## config.mk

```make
export PLATFORM = sky130hd
export DESIGN_NAME = http_chunked_body_decoder_core
export DESIGN_NICKNAME = d
export VERILOG_FILES = /design/src/hcbd_pkg.sv /design/src/http_chunked_body_decoder_core.sv /design/src/hcbd_front.sv /design/src/hcbd_queue.sv /design/src/hcbd_back.sv
export SDC_FILE = /design/constraint.sdc
export NUM_CORES = 1
export LEC_CHECK = 0
export ABC_AREA = 1
export BUFFER_PORTS_ARGS = -buffer_cell sky130_fd_sc_hd__buf_2
export CAP_MARGIN = 20
export CORE_UTILIZATION = 35
export CTS_BUF_LIST = sky130_fd_sc_hd__clkbuf_8
export DETAILED_ROUTE_END_ITERATION = 8
export GPL_TIMING_DRIVEN = 0
export SYNTH_ARGS = -nofsm -noshare
export SYNTH_HDL_FRONTEND = slang
export SYNTH_SLANG_ARGS = --single-unit
```

## constraint.sdc

```tcl
create_clock -name clk -period 3.85 [get_ports clk]
set_input_delay 0.77 -clock clk [delete_from_list [all_inputs] [get_ports clk]]
set_output_delay 0.77 -clock clk [all_outputs]
set_load 0.005 [all_outputs]
```

## src/hcbd_pkg.sv

```systemverilog
`timescale 1ns / 1ps
// Shared types and constants for the chunked body decoder.
// No dependencies; imported by the front, queue, back and top modules.
package hcbd_pkg;

  // Character codes
  localparam logic [7:0] CH_CR    = 8'h0D;
  localparam logic [7:0] CH_LF    = 8'h0A;
  localparam logic [7:0] CH_0     = 8'h30;
  localparam logic [7:0] CH_9     = 8'h39;
  localparam logic [7:0] CH_UA    = 8'h41;
  localparam logic [7:0] CH_UF    = 8'h46;
  localparam logic [7:0] CH_LA    = 8'h61;
  localparam logic [7:0] CH_LF_HEX = 8'h66;

  // Digit limit register
  localparam int unsigned     DIGIT_W          = 7;
  localparam logic [DIGIT_W-1:0] MAX_DIGITS_RESET = 7'd100;

  // Queue between front and back
  localparam int unsigned QUEUE_DEPTH = 2;
  localparam int unsigned QPTR_W      = $clog2(QUEUE_DEPTH);
  localparam int unsigned QCNT_W      = $clog2(QUEUE_DEPTH + 1);

  // One classified input byte
  typedef struct packed {
    logic [7:0] data;
    logic       is_hex;
    logic [3:0] hex_val;
    logic       is_cr;
    logic       is_lf;
  } cls_t;

  // Decoder phase
  typedef enum logic [9:0] {
    PH_SIZE     = 10'b00_0000_0001,
    PH_EXT      = 10'b00_0000_0010,
    PH_SIZE_LF  = 10'b00_0000_0100,
    PH_DATA     = 10'b00_0000_1000,
    PH_DATA_CR  = 10'b00_0001_0000,
    PH_DATA_LF  = 10'b00_0010_0000,
    PH_TRAILER  = 10'b00_0100_0000,
    PH_TRAIL_LF = 10'b00_1000_0000,
    PH_DONE     = 10'b01_0000_0000,
    PH_ERROR    = 10'b10_0000_0000
  } phase_t;

endpackage

```

## src/http_chunked_body_decoder_core.sv

```systemverilog
`timescale 1ns / 1ps
// HTTP chunked body decoder, top level. Depends on hcbd_pkg, hcbd_front,
// hcbd_queue and hcbd_back.
// An accepted input byte is stored in the queue, then in the output register.
// Throughput: one byte per clock unless stalled; framing updates once per byte.
// Reset (rst, synchronous): empties the queue and output register, restarts at
// the chunk size line, and sets max_digits to 100.
module http_chunked_body_decoder_core import hcbd_pkg::*; #(
  parameter int unsigned SIZE_BITS = 32
) (
  input  logic               clk,
  input  logic               rst,
  input  logic               cfg_valid,
  output logic               cfg_ready,
  input  logic [DIGIT_W-1:0] cfg_data,
  input  logic               in_valid,
  output logic               in_stall,
  input  logic [7:0]         in_byte,
  output logic               out_valid,
  input  logic               out_stall,
  output logic [7:0]         byte_out,
  output logic               is_payload,
  output logic               last_of_chunk,
  output logic               body_done,
  output logic               parse_error
);

  logic push;
  cls_t push_item;
  logic q_full;
  logic q_not_empty;
  cls_t q_head;
  logic pop;

  // Register writes are always taken
  assign cfg_ready = 1'b1;

  hcbd_front u_front (
    .in_valid  (in_valid),
    .in_byte   (in_byte),
    .q_full    (q_full),
    .in_stall  (in_stall),
    .push      (push),
    .push_item (push_item)
  );

  hcbd_queue u_queue (
    .clk       (clk),
    .rst       (rst),
    .push      (push),
    .push_item (push_item),
    .pop       (pop),
    .full      (q_full),
    .not_empty (q_not_empty),
    .head      (q_head)
  );

  hcbd_back #(
    .SIZE_BITS (SIZE_BITS)
  ) u_back (
    .clk           (clk),
    .rst           (rst),
    .cfg_wr        (cfg_valid && cfg_ready),
    .cfg_data      (cfg_data),
    .q_not_empty   (q_not_empty),
    .q_head        (q_head),
    .pop           (pop),
    .out_valid     (out_valid),
    .out_stall     (out_stall),
    .byte_out      (byte_out),
    .is_payload    (is_payload),
    .last_of_chunk (last_of_chunk),
    .body_done     (body_done),
    .parse_error   (parse_error)
  );

  // Non-payload results carry a zero byte
  a_zero_byte: assert property (@(posedge clk) disable iff (rst)
    out_valid && !is_payload |-> byte_out == 8'h00)
    else $error("byte_out nonzero on a non-payload result");

  // End of chunk only marks a payload byte
  a_last_is_payload: assert property (@(posedge clk) disable iff (rst)
    out_valid && last_of_chunk |-> is_payload)
    else $error("last_of_chunk without payload");

  // Done and error are exclusive, and neither carries payload
  a_terminal_flags: assert property (@(posedge clk) disable iff (rst)
    out_valid |-> !(body_done && parse_error) &&
                  !((body_done || parse_error) && is_payload))
    else $error("inconsistent terminal flags");

  // A queued byte is drained whenever the output register is free
  a_drain: assert property (@(posedge clk) disable iff (rst)
    q_not_empty && !out_valid |-> pop)
    else $error("queue not drained into a free output register");

endmodule

```

## src/hcbd_front.sv

```systemverilog
`timescale 1ns / 1ps
// Front end: accepts raw body bytes and classifies them (hex digit, CR, LF).
// Depends on hcbd_pkg; pushes classified bytes into hcbd_queue.
module hcbd_front import hcbd_pkg::*; (
  input  logic       in_valid,
  input  logic [7:0] in_byte,
  input  logic       q_full,
  output logic       in_stall,
  output logic       push,
  output cls_t       push_item
);

  logic is_dec;
  logic is_upper;
  logic is_lower;

  // Hold the sender off while the queue is full
  assign in_stall = q_full;
  assign push     = in_valid && !q_full;

  // Classify the byte
  assign is_dec   = (in_byte >= CH_0)  && (in_byte <= CH_9);
  assign is_upper = (in_byte >= CH_UA) && (in_byte <= CH_UF);
  assign is_lower = (in_byte >= CH_LA) && (in_byte <= CH_LF_HEX);

  always_comb begin
    push_item.data    = in_byte;
    push_item.is_hex  = is_dec || is_upper || is_lower;
    // Letters a-f / A-F have low nibble 1..6, value is nibble plus 9
    push_item.hex_val = is_dec ? in_byte[3:0] : in_byte[3:0] + 4'd9;
    push_item.is_cr   = (in_byte == CH_CR);
    push_item.is_lf   = (in_byte == CH_LF);
  end

endmodule

```

## src/hcbd_queue.sv

```systemverilog
`timescale 1ns / 1ps
// Short FIFO of classified bytes between front and back ends.
// Depends on hcbd_pkg for the item type and depth.
module hcbd_queue import hcbd_pkg::*; (
  input  logic clk,
  input  logic rst,
  input  logic push,
  input  cls_t push_item,
  input  logic pop,
  output logic full,
  output logic not_empty,
  output cls_t head
);

  cls_t              entries [QUEUE_DEPTH];
  logic [QPTR_W-1:0] wr_ptr;
  logic [QPTR_W-1:0] rd_ptr;
  logic [QCNT_W-1:0] count;

  assign full      = (count == QCNT_W'(QUEUE_DEPTH));
  assign not_empty = (count != '0);
  assign head      = entries[rd_ptr];

  // Store pushed items
  always_ff @(posedge clk) begin
    if (push) begin
      entries[wr_ptr] <= push_item;
    end
  end

  // Advance pointers and occupancy
  always_ff @(posedge clk) begin
    if (rst) begin
      wr_ptr <= '0;
      rd_ptr <= '0;
      count  <= '0;
    end else begin
      if (push) begin
        wr_ptr <= (wr_ptr == QPTR_W'(QUEUE_DEPTH - 1)) ? '0 : wr_ptr + 1'b1;
      end
      if (pop) begin
        rd_ptr <= (rd_ptr == QPTR_W'(QUEUE_DEPTH - 1)) ? '0 : rd_ptr + 1'b1;
      end
      case ({push, pop})
        2'b10:   count <= count + 1'b1;
        2'b01:   count <= count - 1'b1;
        default: count <= count;
      endcase
    end
  end

endmodule

```

## src/hcbd_back.sv

```systemverilog
`timescale 1ns / 1ps
// Back end: chunk framing state machine, digit limit register and output register.
// Depends on hcbd_pkg; takes classified bytes from hcbd_queue.
module hcbd_back import hcbd_pkg::*; #(
  parameter int unsigned SIZE_BITS = 32
) (
  input  logic               clk,
  input  logic               rst,
  input  logic               cfg_wr,
  input  logic [DIGIT_W-1:0] cfg_data,
  input  logic               q_not_empty,
  input  cls_t               q_head,
  output logic               pop,
  output logic               out_valid,
  input  logic               out_stall,
  output logic [7:0]         byte_out,
  output logic               is_payload,
  output logic               last_of_chunk,
  output logic               body_done,
  output logic               parse_error
);

  phase_t                phase, phase_next;
  logic [SIZE_BITS-1:0]  size_accum, size_accum_next;
  logic [SIZE_BITS-1:0]  bytes_left, bytes_left_next;
  logic [DIGIT_W-1:0]    digit_count, digit_count_next;
  logic                  at_line_start, at_line_start_next;
  logic [DIGIT_W-1:0]    max_digits;
  logic                  payload_next;
  logic                  last_next;

  // Take a byte when the output register is free or being drained
  assign pop = q_not_empty && (!out_valid || !out_stall);

  // Digit limit register
  always_ff @(posedge clk) begin
    if (rst) begin
      max_digits <= MAX_DIGITS_RESET;
    end else if (cfg_wr) begin
      max_digits <= cfg_data;
    end
  end

  // Framing state machine
  always_comb begin
    phase_next         = phase;
    size_accum_next    = size_accum;
    bytes_left_next    = bytes_left;
    digit_count_next   = digit_count;
    at_line_start_next = at_line_start;
    payload_next       = 1'b0;
    last_next          = 1'b0;
    unique case (phase)
      PH_SIZE: begin
        if (q_head.is_hex) begin
          if (digit_count >= max_digits ||
              size_accum[SIZE_BITS-1 -: 4] != 4'd0) begin
            phase_next = PH_ERROR;
          end else begin
            digit_count_next = digit_count + 1'b1;
            size_accum_next  = {size_accum[SIZE_BITS-5:0], q_head.hex_val};
          end
        end else if (digit_count == '0) begin
          phase_next = PH_ERROR;
        end else if (q_head.is_cr) begin
          phase_next = PH_SIZE_LF;
        end else begin
          phase_next = PH_EXT;
        end
      end
      PH_EXT: begin
        if (q_head.is_cr) begin
          phase_next = PH_SIZE_LF;
        end
      end
      PH_SIZE_LF: begin
        if (!q_head.is_lf) begin
          phase_next = PH_ERROR;
        end else if (size_accum == '0) begin
          at_line_start_next = 1'b1;
          phase_next         = PH_TRAILER;
        end else begin
          bytes_left_next = size_accum;
          phase_next      = PH_DATA;
        end
      end
      PH_DATA: begin
        payload_next    = 1'b1;
        bytes_left_next = bytes_left - 1'b1;
        if (bytes_left == SIZE_BITS'(1)) begin
          last_next  = 1'b1;
          phase_next = PH_DATA_CR;
        end
      end
      PH_DATA_CR: begin
        phase_next = q_head.is_cr ? PH_DATA_LF : PH_ERROR;
      end
      PH_DATA_LF: begin
        if (q_head.is_lf) begin
          size_accum_next  = '0;
          digit_count_next = '0;
          phase_next       = PH_SIZE;
        end else begin
          phase_next = PH_ERROR;
        end
      end
      PH_TRAILER: begin
        if (q_head.is_cr) begin
          phase_next = PH_TRAIL_LF;
        end else begin
          at_line_start_next = 1'b0;
        end
      end
      PH_TRAIL_LF: begin
        if (!q_head.is_lf) begin
          phase_next = PH_ERROR;
        end else if (at_line_start) begin
          phase_next = PH_DONE;
        end else begin
          at_line_start_next = 1'b1;
          phase_next         = PH_TRAILER;
        end
      end
      PH_DONE: begin
        phase_next = PH_DONE;
      end
      default: begin
        phase_next = PH_ERROR;
      end
    endcase
  end

  // Update state on each byte taken
  always_ff @(posedge clk) begin
    if (rst) begin
      phase         <= PH_SIZE;
      size_accum    <= '0;
      bytes_left    <= '0;
      digit_count   <= '0;
      at_line_start <= 1'b1;
    end else if (pop) begin
      phase         <= phase_next;
      size_accum    <= size_accum_next;
      bytes_left    <= bytes_left_next;
      digit_count   <= digit_count_next;
      at_line_start <= at_line_start_next;
    end
  end

  // Output register valid
  always_ff @(posedge clk) begin
    if (rst) begin
      out_valid <= 1'b0;
    end else if (pop) begin
      out_valid <= 1'b1;
    end else if (!out_stall) begin
      out_valid <= 1'b0;
    end
  end

  // Output register payload
  always_ff @(posedge clk) begin
    if (pop) begin
      byte_out      <= payload_next ? q_head.data : 8'h00;
      is_payload    <= payload_next;
      last_of_chunk <= last_next;
      body_done     <= (phase_next == PH_DONE);
      parse_error   <= (phase_next == PH_ERROR);
    end
  end

endmodule
```

# Word-level counts from Yosys, hierarchy flattened
# Memory sizes are Yosys's and may differ from the RTL's. A register that Yosys moved wholly into a read port is not among the register bits.
# Cells that the tools add are included.
dict set report op_classes {
  addsub 7
  magnitude_cmp 7
  eq_ne 26
  muxes 42
  reduce_logical 23
}
# cell count
set ops {}
lappend ops {{32-bit 2-to-1 mux} 5}
lappend ops {{32-bit case mux with 2 select lines} 2}
lappend ops {{10-bit 2-to-1 mux} 10}
lappend ops {{10-bit case mux with 9 select lines} 1}
lappend ops {{32-bit by 1-bit == test with 1-bit output (second input constant)} 1}
lappend ops {{32-bit zero test} 1}
lappend ops {{32-bit by 1-bit subtractor with 32-bit output (second input constant)} 1}
lappend ops {{7-bit 2-to-1 mux} 4}
lappend ops {{10-bit by 9-bit == test with 1-bit output (second input constant)} 2}
lappend ops {{8-bit by 4-bit == test with 1-bit output (second input constant)} 2}
lappend ops {{8-bit by 7-bit greater-or-equal comparator with 1-bit output (second input constant)} 2}
lappend ops {{8-bit by 7-bit <= comparator with 1-bit output (second input constant)} 2}
lappend ops {{1-bit 2-to-1 mux} 14}
lappend ops {{7-bit case mux with 2 select lines} 1}
lappend ops {{10-bit by 1-bit == test with 1-bit output (second input constant)} 1}
lappend ops {{10-bit == test (second input constant)} 1}
lappend ops {{10-bit by 2-bit == test with 1-bit output (second input constant)} 1}
lappend ops {{10-bit by 3-bit == test with 1-bit output (second input constant)} 1}
lappend ops {{10-bit by 4-bit == test with 1-bit output (second input constant)} 1}
lappend ops {{10-bit by 5-bit == test with 1-bit output (second input constant)} 1}
lappend ops {{10-bit by 6-bit == test with 1-bit output (second input constant)} 1}
lappend ops {{10-bit by 7-bit == test with 1-bit output (second input constant)} 1}
lappend ops {{10-bit by 8-bit == test with 1-bit output (second input constant)} 1}
lappend ops {{2-bit by 1-bit != test with 1-bit output (second input constant)} 5}
lappend ops {{other kinds (26)} 43}
dict set report totals {
  reg_bits 106
  ram_bits 30
  input_bits 20
  output_inout_bits 15
  word_cells 121
  memories 1
}
# name words word_bits rd rd_clocked_by_memory_dff wr line
set memory_table {}
lappend memory_table {u_queue.entries 2 15 1 1 1 hcbd_queue.sv:15} ;# cls_t entries [QUEUE_DEPTH];

# Logic depth before layout (Yosys ltp)
dict set report depth {
  ltp_word 6
  mapped_depth 14
  mapped_depth_nobuf 13
}

# Hierarchy
# From an unflattened synthesis, not the netlist that was laid out.
dict set report hier_totals {
  cells_unflattened 1129
  area_unflattened_um2 7971.4
}
# module instances cells_each area_each_um2 seq_area_each_um2
set by_module_without_submodules {}
lappend by_module_without_submodules {hcbd_back 1 987 6236.0 2162.1}
lappend by_module_without_submodules {hcbd_queue 1 80 1363.8 1001.0}
lappend by_module_without_submodules {hcbd_front 1 60 360.3 0.0}
lappend by_module_without_submodules {http_chunked_body_decoder_core 1 2 11.3 0.0}

# Worst setup path after synthesis
# No wires, ideal clock.
dict set report synth_timing {
  kind {input-to-reg}
  from {in out_stall}
  to {reg u_queue.count[1]}
  t_arrival_ns 2.417
  path_slack_ns 1.363
  stages 10
  cell_sequence {nand2_1 > o21ai_4 > inv_2 > clkbuf_1 > ha_1 > inv_1 > nand2_1 > nor2_1 > o21ai_0 > a21oi_1}
}
dict set report synth_between {
  elab_chain_cells 5
}
# item line
set synth_rtl {}
lappend synth_rtl {{start: declaration} http_chunked_body_decoder_core.sv:20} ;# input logic out_stall,
lappend synth_rtl {{1-bit zero test *} hcbd_back.sv:33} ;# assign pop = q_not_empty && (!out_valid || !out_stall);
lappend synth_rtl {{1-bit logical OR *} hcbd_back.sv:33}
lappend synth_rtl {{1-bit logical AND *} hcbd_back.sv:33}
lappend synth_rtl {{via pop} http_chunked_body_decoder_core.sv:33} ;# logic pop;
lappend synth_rtl {{2-bit by 1-bit == test with 1-bit output or 2-bit == test (tied branches)} hcbd_queue.sv:44} ;# case ({push, pop})
lappend synth_rtl {{2-bit case mux with 2 select lines or 2-bit nonzero test (tied branches)} n/a}
lappend synth_rtl {{end signal: assignment} hcbd_queue.sv:45} ;# 2'b10: count <= count + 1'b1;
lappend synth_rtl {{end signal: assignment} hcbd_queue.sv:46} ;# 2'b01: count <= count - 1'b1;
lappend synth_rtl {{end signal: assignment} hcbd_queue.sv:47} ;# default: count <= count;
lappend synth_rtl {{end: declaration} hcbd_queue.sv:18} ;# logic [QCNT_W-1:0] count;
# The timed path passes the listed nets; every way through them passes the cells marked *.
# A chain may end at the register's enable or synchronous reset.

# Final worst setup path
# Ends and elaborated chain as after synthesis.

==> run metrics <==
status=finished, final reports clean; RSZ-0062 raised after global routing=no; top post-synthesis cells by area=dfxtp_1 26%, edfxtp_1 17%, nand2_1 15%, nor2_1 8.8%, a21oi_1 5.2%; post-synthesis instance area=0.00745 mm^2; flop2flop setup slack=1.54 ns; Vias=6775; row count=53; hold_buf cts=0; CP required=between 4 and 5 ns; Placed Cells=1357; die height=148 um; HP Class=register to register; placed wire-length estimate=between 10000 and 15000 um; register bit total from synthesis=137; Worst Path Class, Setup=input port to register; Post-CTS Resized=0; Slew headroom=0.453; Core Region=around 0.021 mm^2; P per Cell Area=555 mW/mm^2; area delta synth->final=12.3%; Crit path arrival time=~2.8 ns; DR WL/cell=14.2 um; Syn Nets=1083; first-pass GRT wire length=32000 um; remaining antenna violation count after routing=0; setup slack after layout=between 1 and 1.5 ns; Async SR Flop Fraction=0; initial antenna violation count=0; total power=4.65 mW; Slew Limit Fails=0; Setup Fix Bufs, Post-CTS=0; initial core utilization=0.356; Final Hold Fails=0; Max Fclk=0.422 GHz; count of flip-flops with a built-in enable after synthesis=42; MaxCap Viol Count=0; Layout fillers=~2200; CTS Sinks=between 100 and 150; sequential fraction of the synthesis area=0.424; syn_area_per_cell=7.12 um^2; Synth area leader=dfxtp_1; worst-case reg-to-reg path depth=11; Clock Pin Slew Worst Setup and Hold Paths=0.08 ns; RR Startpoint=u_queue.count[0]; Slew @ Worst Pin=0.820 ns; Post-Layout Cell Count=1389; vias in the first global route=6137; DRC=0; CP Capture Point=u_queue.count[1]; Worst Clk Skew=between 0.015 and 0.02 ns; CP startpoint=out_stall; Ys Warns=0; antenna cells=0; min Tclk post-route=2.37 ns; grt ovf=0; CP max FO=12; total wire length=19800 um; largest net degree at the start of global routing=17; Buffers on Ports=32; initial DRC count=559; post-route clock period utilization=0.615; vias per cell=4.88; H-tree levels=4; total CTS buffers=17; Final GP Congestion=between 0.9 and 1; ys flop type=dfxtp_1; boundary pin count=35; hold depth=1; layout cells sized above 1=0.132; Yosys top cell area share=0.255; Distinct cells, synth=45; DIE AREA=0.0219 mm^2; Setup Total Neg Slack=0 ns; Total Nets Final=1137; TritonCTS clock tree=built; later-pin clock latency in the skew report=between 0.4 and 0.5 ns; drt pass-1 iters=5; Max Root-Sink Buffers=2; GRT Util Overall=0.189; Peak VDD IR=0.000337 V; Static Leak=3.69 nW; final setup violation count=0; CP startpoint kind=input port; FF-to-FF End=u_queue.count[1]; critical path capture point type=register; synthesized instance count=1047; Root Buffer=clkbuf_8; Die X=148 um; pre-CTS setup slack=~1.0 ns
power breakdown:
| part | switching [mW] | internal, mW |
|---|---|---|
| Combinational | 1.13 | 0.530 |
| Clock | 0.656 | 0.533 |
| Sequential | 0.0989 | 1.70 |
per-layer routing:
metal  GRT usage  routed length [um]
met5           0                   0
met4      0.0675                 396
met2       0.301                8870
met3      0.0414                 990
met1       0.252                9500
worst max-delay path, stage by stage:
cell,delay (ns)
buf_2,0.09
nand2_1,0.14
o21ai_4,0.14
inv_2,0.17
clkbuf_1,0.51
buf_8,0.24
ha_1,0.24
inv_1,0.09
nand2_1,0.06
nor2_1,0.11
o21ai_0,0.08
a21oi_1,0.13
flip-flops by register name, indices dropped and copies added (netlist names), named ones only:
name,count
u_queue.entries,30
u_queue.rd_ptr,1
u_back.digit_count,7
u_back.phase,10
u_back.at_line_start,1
u_back.byte_out,8
u_back.body_done,1
u_back.bytes_left,32
u_back.parse_error,1
u_back.out_valid,1
u_back.size_accum,32
u_queue.wr_ptr,1
u_back.max_digits,7
u_back.last_of_chunk,1
u_back.is_payload,1
u_queue.count,2
Yosys cell counts, types with 8 or more instances:
| library cell | count |
|---|---|
| nand4_1 | 19 |
| o21ai_0 | 48 |
| a21oi_2 | 10 |
| edfxtp_1 | 42 |
| nor2_1 | 175 |
| buf_2 | 8 |
| a21oi_1 | 78 |
| nand2_2 | 14 |
| or2_2 | 9 |
| ha_1 | 16 |
| clkbuf_1 | 12 |
| nand2_1 | 293 |
| dfxtp_1 | 95 |
| nand3_1 | 66 |
| inv_1 | 86 |
cell families after synthesis:
kind of cell             synth area share
other                            0.000503
AND/OR/NAND/NOR                     0.341
buffers and inverters              0.0789
XOR/XNOR                           0.0141
AO/OA/AOI/OAI                       0.114
adder cells (fa/ha/maj)            0.0269
flip-flops                          0.424
through the flow:
step / hold slack [ns] / utilization / area [um^2]
floorplan: 0.426 / - / 7450
global placement: 0.436 / 0.380 / 7960
detailed placement: 0.444 / 0.381 / 7990
CTS: 0.456 / 0.400 / 8370
global route: 0.487 / 0.400 / 8370
finish: 0.455 / 0.400 / 8370
how the worst min path moves through the flow:
stage,startpoint,endpoint
2_1_floorplan,u_queue.rd_ptr,register
3_3_place_gp,u_queue.rd_ptr,u_queue.rd_ptr
3_5_place_dp,u_queue.rd_ptr,register
4_1_cts,u_queue.rd_ptr,register
5_1_grt,u_back.size_accum[31],u_back.size_accum[31]
6_report,u_queue.rd_ptr,u_queue.rd_ptr
final cells by class:
cell class / count / area (um^2) / area share
timing repair buffer: 35 / 190 / 0.0227
clock buffer: 17 / 234 / 0.0279
tap: 275 / 344 / 0.0411
multi-input combinational: 780 / 3700 / 0.442
buffer: 36 / 231 / 0.0276
inverter: 94 / 357 / 0.0426
sequential: 137 / 3160 / 0.378
clock inverter: 15 / 150 / 0.0179
layout by cell type (no fill, tap or decap), drive strengths merged, types with 2 or more instances in the layout:
cell type	instances
nor2	186
dfxtp	95
clkinvlp	2
nand4	20
or2	10
a21oi	88
o21ai	53
ha	16
xnor2	7
nor3	6
buf	59
nand3	67
xor2	5
o211ai	3
a211oi	4
edfxtp	42
clkbuf	29
clkinv	4
nand2	308
inv	102
o21bai	2
Note: power is estimated with default switching activity, not from simulation.
